## src/ncbs_pkg.sv

```systemverilog
`default_nettype none
// ----------------------------------------------------------------------------
// ncbs_pkg
// shared types and rotation coefficients for the nearest cluster box selector
// ----------------------------------------------------------------------------
package ncbs_pkg;

  localparam int CoordW = 16;
  localparam int RobotW = 17;
  localparam int ProdW  = 32;

  typedef logic [CoordW-1:0] coord_t;
  typedef logic [RobotW-1:0] robot_t;

  // camera-frame box, index 0..2 is x, y, z
  typedef struct packed {
    coord_t [2:0] lo;
    coord_t [2:0] hi;
  } box_t;

  // robot-frame box
  typedef struct packed {
    robot_t [2:0] lo;
    robot_t [2:0] hi;
  } rbox_t;

  // control carried alongside the box through the transform stages
  typedef struct packed {
    logic       close;
    logic       fe;
    logic [7:0] number;
  } tag_t;

  // q2.14 rotation matrix, rows are robot axes
  function automatic logic signed [CoordW-1:0] rot_coef(input logic [1:0] row,
                                                        input logic [1:0] col);
    logic signed [CoordW-1:0] c;
    c = '0;
    case ({row, col})
      4'h0:    c = 16'sd16381;
      4'h1:    c = -16'sd120;
      4'h2:    c = -16'sd268;
      4'h4:    c = 16'sd119;
      4'h5:    c = 16'sd16383;
      4'h6:    c = -16'sd52;
      4'h8:    c = 16'sd268;
      4'h9:    c = 16'sd50;
      4'hA:    c = 16'sd16382;
      default: c = '0;
    endcase
    return c;
  endfunction

endpackage
`default_nettype wire

```

## src/ncbs_xform.sv

```systemverilog
`default_nettype none
// ----------------------------------------------------------------------------
// ncbs_xform
// size check and camera-to-robot transform of a closed box, two stages
// ----------------------------------------------------------------------------
module ncbs_xform (
  input  wire                             clk,
  input  wire                             rst_n,
  input  wire                             en,
  input  wire                             a_vld,
  input  ncbs_pkg::tag_t                  a_tag,
  input  ncbs_pkg::box_t                  a_box,
  input  wire  [15:0]                     min_box,
  input  wire  [15:0]                     max_box,
  input  wire  [2:0][15:0]                trans,
  output logic                            c_vld,
  output ncbs_pkg::tag_t                  c_tag,
  output logic                            c_ok,
  output ncbs_pkg::rbox_t                 c_box,
  output ncbs_pkg::coord_t                c_depth
);

  localparam int AccW = 34;
  localparam int QW   = AccW - 14;
  localparam int TW   = QW + 1;

  // stage b: size check and products
  logic                             b_vld_r;
  ncbs_pkg::tag_t                   b_tag_r;
  logic                             b_ok_r, b_ok_nxt;
  logic [1:0][2:0][2:0][31:0]       b_prod_r, b_prod_nxt;
  ncbs_pkg::coord_t                 b_depth_r;

  // stage c: robot box
  logic                             c_vld_r;
  ncbs_pkg::tag_t                   c_tag_r;
  logic                             c_ok_r;
  ncbs_pkg::rbox_t                  c_box_r, c_box_nxt;
  ncbs_pkg::coord_t                 c_depth_r;

  function automatic ncbs_pkg::robot_t sat17(input logic signed [TW-1:0] v);
    ncbs_pkg::robot_t r;
    if (v < -21'sd65536) begin
      r = 17'h10000;
    end else if (v > 21'sd65535) begin
      r = 17'h0FFFF;
    end else begin
      r = v[16:0];
    end
    return r;
  endfunction

  always_comb begin
    logic [16:0] sz;
    ncbs_pkg::coord_t pt;
    b_ok_nxt   = 1'b1;
    b_prod_nxt = '0;
    for (int a = 0; a < 3; a++) begin
      sz = {a_box.hi[a][15], a_box.hi[a]} - {a_box.lo[a][15], a_box.lo[a]};
      if (sz[15:0] < min_box || sz[15:0] > max_box) begin
        b_ok_nxt = 1'b0;
      end
    end
    for (int k = 0; k < 2; k++) begin
      for (int r = 0; r < 3; r++) begin
        for (int c = 0; c < 3; c++) begin
          pt = (k == 0) ? a_box.lo[c] : a_box.hi[c];
          b_prod_nxt[k][r][c] = 32'(ncbs_pkg::rot_coef(2'(r), 2'(c)))
                              * 32'($signed(pt));
        end
      end
    end
  end

  always_comb begin
    logic signed [AccW-1:0] acc;
    logic signed [QW-1:0]   q;
    logic signed [TW-1:0]   t;
    logic [1:0][16:0]       rv;
    c_box_nxt = '0;
    for (int r = 0; r < 3; r++) begin
      for (int k = 0; k < 2; k++) begin
        acc = $signed({{2{b_prod_r[k][r][0][31]}}, b_prod_r[k][r][0]})
            + $signed({{2{b_prod_r[k][r][1][31]}}, b_prod_r[k][r][1]})
            + $signed({{2{b_prod_r[k][r][2][31]}}, b_prod_r[k][r][2]})
            + 34'sd8192;
        q = acc[AccW-1:14];
        t = $signed({q[QW-1], q}) + $signed({{(TW-16){trans[r][15]}}, trans[r]});
        rv[k] = sat17(t);
      end
      if ($signed(rv[0]) < $signed(rv[1])) begin
        c_box_nxt.lo[r] = rv[0];
        c_box_nxt.hi[r] = rv[1];
      end else begin
        c_box_nxt.lo[r] = rv[1];
        c_box_nxt.hi[r] = rv[0];
      end
    end
  end

  always_ff @(posedge clk) begin
    if (!rst_n) begin
      b_vld_r <= 1'b0;
      c_vld_r <= 1'b0;
    end else if (en) begin
      b_vld_r <= a_vld;
      c_vld_r <= b_vld_r;
    end
  end

  always_ff @(posedge clk) begin
    if (en) begin
      b_tag_r   <= a_tag;
      b_ok_r    <= b_ok_nxt;
      b_prod_r  <= b_prod_nxt;
      b_depth_r <= a_box.lo[2];
      c_tag_r   <= b_tag_r;
      c_ok_r    <= b_ok_r;
      c_box_r   <= c_box_nxt;
      c_depth_r <= b_depth_r;
    end
  end

  assign c_vld   = c_vld_r;
  assign c_tag   = c_tag_r;
  assign c_ok    = c_ok_r;
  assign c_box   = c_box_r;
  assign c_depth = c_depth_r;

endmodule
`default_nettype wire

```

## config.mk

```make
export PLATFORM = sky130hd
export DESIGN_NAME = ncbs_xform
export DESIGN_NICKNAME = d
export VERILOG_FILES = /design/src/ncbs_pkg.sv /design/src/ncbs_xform.sv
export SDC_FILE = /design/constraint.sdc
export NUM_CORES = 2
export LEC_CHECK = 0
export ABC_AREA = 1
export BUFFER_PORTS_ARGS = -buffer_cell sky130_fd_sc_hd__buf_2
export CAP_MARGIN = 15
export CORE_MARGIN = 1
export CORE_UTILIZATION = 41
export DETAILED_ROUTE_END_ITERATION = 10
export PLACE_DENSITY = 0.58
export SYNTH_ARGS = -nofsm -noshare
export SYNTH_HDL_FRONTEND = slang
export SYNTH_SLANG_ARGS = --single-unit
```

## constraint.sdc

```tcl
create_clock -name clk -period 21 [get_ports clk]
set_clock_uncertainty 0.2 [all_clocks]
set_input_delay 4.2 -clock clk [delete_from_list [all_inputs] [get_ports clk]]
set_output_delay 4.2 -clock clk [all_outputs]
set_load 0.02 [all_outputs]
```

# Word level (Yosys, flattened, before mapping)
# Cells that the tools add are included.
# W data, S select, Z words.
dict set report classes {
  addsub 27
  mul 18
  magnitude_cmp 21
  muxes 19
  reduce_logical 4
}
# op count
set op_table {}
lappend op_table {{$mux W17} 18}
lappend op_table {{$mul A8 B16 Y24 const A} 6}
lappend op_table {{$add A33 B15 Y34 const B} 4}
lappend op_table {{$gt A21 B17 Y1 const B} 6}
lappend op_table {{$lt A21 B17 Y1 const B} 6}
lappend op_table {{$mul A15 B16 Y31 const A} 4}
lappend op_table {{$add A20 B16 Y21} 4}
lappend op_table {{$mul A5 B16 Y21 const A} 4}
lappend op_table {{$add A32 B15 Y33 const B} 2}
lappend op_table {{$add A32 B23 Y33} 2}
lappend op_table {{$add A32 B26 Y33} 2}
lappend op_table {{$add A24 B31 Y32} 2}
lappend op_table {{$add A27 B31 Y32} 2}
lappend op_table {{$add A31 B24 Y32} 2}
lappend op_table {{$mul A14 B16 Y30 const A} 2}
lappend op_table {{$add A26 B23 Y27} 2}
lappend op_table {{$lt A17 B17 Y1} 3}
lappend op_table {{$gt A16 B16 Y1} 3}
lappend op_table {{$lt A16 B16 Y1} 3}
lappend op_table {{$sub A16 B16 Y16} 3}
lappend op_table {{$mul A6 B16 Y22 const A} 2}
lappend op_table {{$add A19 B16 Y20} 2}
lappend op_table {{$logic_or A1 B1 Y1} 3}
lappend op_table {{$reduce_or A2 Y1} 1}
lappend op_table {{$mux W1} 1}
dict set report word_totals {
  register_bits 614
  in_bits 190
  out_inout_bits 130
  wordCells 125
}

# Logic depth before layout (Yosys ltp)
dict set report logic_depth {
  ltp_word 9
  ltp_mapped 48
  ltp_nobuf 46
}

# Worst setup path after synthesis
# OpenSTA, ideal clock, no wires.
dict set report synth_timing {
  kind {input -> register}
  from {input a_box[79] (netlist bit)}
  to {register b_prod_r[157] (netlist bit), data pin}
  setup_ns 0.258
  arrival_time_ns 9.178
  required_ns 20.542
  setup_slack_ns 11.365
  path_stages 21
  n_path_buf 2
  cell_sequence {buf_4 > buf_1 > xnor2_1 > fa_1 > fa_1 > inv_1 > fa_1 > inv_1 > fa_1 > fa_1 > ha_1 > a21oi_1 > o21ai_0 > a21oi_1 > nand3_1 > nand2_1 > o211ai_1 > a21oi_1 > o21ai_0 > a21oi_1 > xnor2_1}
}
# item line
set synth_rtl {}
lappend synth_rtl {{start: declaration} ncbs_xform.sv:12} ;# input ncbs_pkg::box_t a_box,
lappend synth_rtl {{end signal: assignment} ncbs_xform.sv:115} ;# b_prod_r <= b_prod_nxt;
lappend synth_rtl {{end: declaration} ncbs_xform.sv:31} ;# logic [1:0][2:0][2:0][31:0] b_prod_r, b_prod_nxt;

==> reports/qor.yml <==
run_status:
  status: "complete, no violations"
global_route:
  grt_pass1_wl_um: 492000
  overflow: 0
  first_global_vias: 80524
  track_usage_pct: 25.6
  grt_start_max_net_pins: 133
  antenna_found_initial: 40
worst_setup_path:
  critPathKind: "in2reg"
  path_delay_family: "adder cells"
  end_kind: "flip-flop"
  cp_common_cell: "inv_1"
  critPathRequiredTime_ps: 21370
  startpoint_type: "input port"
  max_stage_delay_ps: 530
  crit_start: "a_box[94]"
  cp_num_buf_inv: 7
  critPathSlowestCell: "fa_1"
  cp_max_fo: 17
  r2r_start: "b_prod_r[14]"
  cp.arrival_ps: 10330
sta:
  finalMaxSlewViolations: 0
  slew_headroom_pct: 21.8
  setup_ws_ps: 11040
  fmax_mhz: 100
  setup_viol: 0
  finalHoldViolCount: 0
  period_needed_ps: 9960
  worst_pin_slew_ps: 1170
  rsz0062_at_grt: "false"
  timing.final.crit_share_pct: 47.5
  setup-tns-final_ps: 0
clock_tree:
  ctsHtreeMaxLevel: 3
  cts_tree: "built"
  cts-resized-gates: 0
  cts.clk_slew.worst_paths_ps: 60
  cts_hold_buffers: 0
  clk_latency_ps: 760
  cts_buffers: 80
  clock-root-buffer: "clkbuf_16"
  clockBufferDepth: 3
  cts_setup_buffers: 0
  cts_num_sinks: 590
floorplanning:
  ios: 320
  rows: 184
  die_y_um: 504
  dieWidth_um: 504
  dieArea_um2: 254000
  coreArea_um2: 251000
  initial_utilization_pct: 41.2
route:
  dr_total_vias: 78473
  ant_nets: 0
  drtIter0Drc: 5612
  viasPerCell: 5.08
  drt_pass1_iterations: 6
  drc: 0
  wl_per_cell_um: 21.1
  wl_um: 325000
layout:
  final_area_um2: 112000
  fillers: 24736
  final_cell_count_no_fill: 15438
  drive_gt1_share_pct: 4.59
  area_growth_pct: 8.04
  finalNetCount: 15216
yosys:
  synth-simple-area-share_pct: 11.3
  synth_common_cells: "inv_1 (3011), ha_1 (1669), nand2_1 (1569), fa_1 (1340), a21oi_1 (824)"
  muxShareOfSynthArea_pct: 0.00968
  synthAdderAreaFrac_pct: 46.1
  yosys_warnings: 0
  synthXorXnorAreaFrac_pct: 5.92
  syn_nets: 14858
  synth_top_family_by_area: "adder cells"
  synth_seq_cells: 590
  yosys.area.top_type: "fa_1"
  syn_area_um2: 103000
  synth_top_cell_area_share_pct: 25.9
  synth_compound_area_share_pct: 8.24
  ys_types: 65
  synth_ff_type: "edfxtp_1"
  ys_top_cells_by_area: "fa_1 (26%), ha_1 (20%), edfxtp_1 (17%)"
  syn_area_per_cell_um2: 8.87
  synthArstFlopShare_pct: 0
  synth-seq-area-share_pct: 17.1
  post-synth-top-count-cell: "inv_1"
  synth_edf_count: 588
  syn_inst: 11659
job:
  drv_cap: 0
hold_path:
  min_from: "b_tag_r[5]"
  min_path_type: "reg2reg"
placement:
  placed_area_um2: 109000
  gp_congestion: 0.986
  portBuffers: 319
  dp_hpwl_um: 286000
  place_worst_setup_slack_ps: 10310
  placed_cells: 15283
-- worst reg2reg max path: cells and delay by family (launching register included) --
kind | cells | cell delay (ps)
DFF | 1 | 390
and+or+nand+nor | 22 | 3340
buffers and inverters | 4 | 360
adders and majority gates | 5 | 2040
xor gates and xnor gates | 1 | 530
AOI/OAI and AO/OA | 8 | 2490
-- sequential cells by signal, indices dropped and copies added, names as in the netlist, 10 cells and up --
register and cells:
c_box 102, c_tag 10, c_depth 16, b_depth_r 16, b_prod_r 432, b_tag_r 10
-- final timing paths --
path	to	slack, ps	cells past startpoint
hold / removal	c_tag[5]	220	0
setup reg to reg	c_box[7]	11420	40
hold reg to reg	c_tag[5]	220	0
setup / recovery	b_prod_r[285]	11040	26
-- layout make-up --
| cell class | count | area (µm²) | area share, % |
|---|---|---|---|
| diodes | 7 | 17.5 | 0.0157 |
| clock buffers | 88 | 2030 | 1.82 |
| clock inverters | 60 | 698 | 0.625 |
| inverters | 3018 | 11300 | 10.1 |
| multi-input cells | 7992 | 74000 | 66.3 |
| flip-flops and latches | 590 | 17700 | 15.8 |
| well taps | 3348 | 4190 | 3.75 |
| repair buffers | 335 | 1750 | 1.57 |
-- layer usage --
metal  GRT usage, %  routed length, µm
met1           37.0             153000
met5              0                 48
met3           4.00              21200
met2           39.5             141000
met4           7.20              10200
-- cells in the final DEF (no fill, tap or decap), types with 30 or more instances in the layout --
cell       instances
xnor2_1          254
nand3_1          427
nor3_1            66
or2_2             30
edfxtp_1         588
nand2_1         1569
nand4_1          102
o21ai_0          333
a31oi_1           63
nor2_1           479
a21oi_1          824
o21a_1            49
clkbuf_16         80
buf_2            312
ha_1            1669
inv_1           3011
xor2_1           442
fa_1            1340
o21bai_1          51
a21o_1            40
-- metrics by stage --
| stage | utilization [%] | hold slack (ps) |
|---|---|---|
| 2_1_floorplan | - | 200 |
| 3_3_place_gp | 43.4 | 201 |
| 3_5_place_dp | 43.4 | 205 |
| 4_1_cts | 44.5 | 219 |
| 5_1_grt | 44.5 | 221 |
| 6_report | 44.5 | 218 |
-- cells by family after synthesis --
family	after synthesis
adders and majority gates	3009
AOI/OAI and AO/OA	1523
xor gates and xnor gates	698
buffers and inverters	3077
and+or+nand+nor	2761
DFF	590
muxes	1
Power is not shown: default switching activity piles up to over one toggle a cycle in this logic, so the estimate is an artifact.
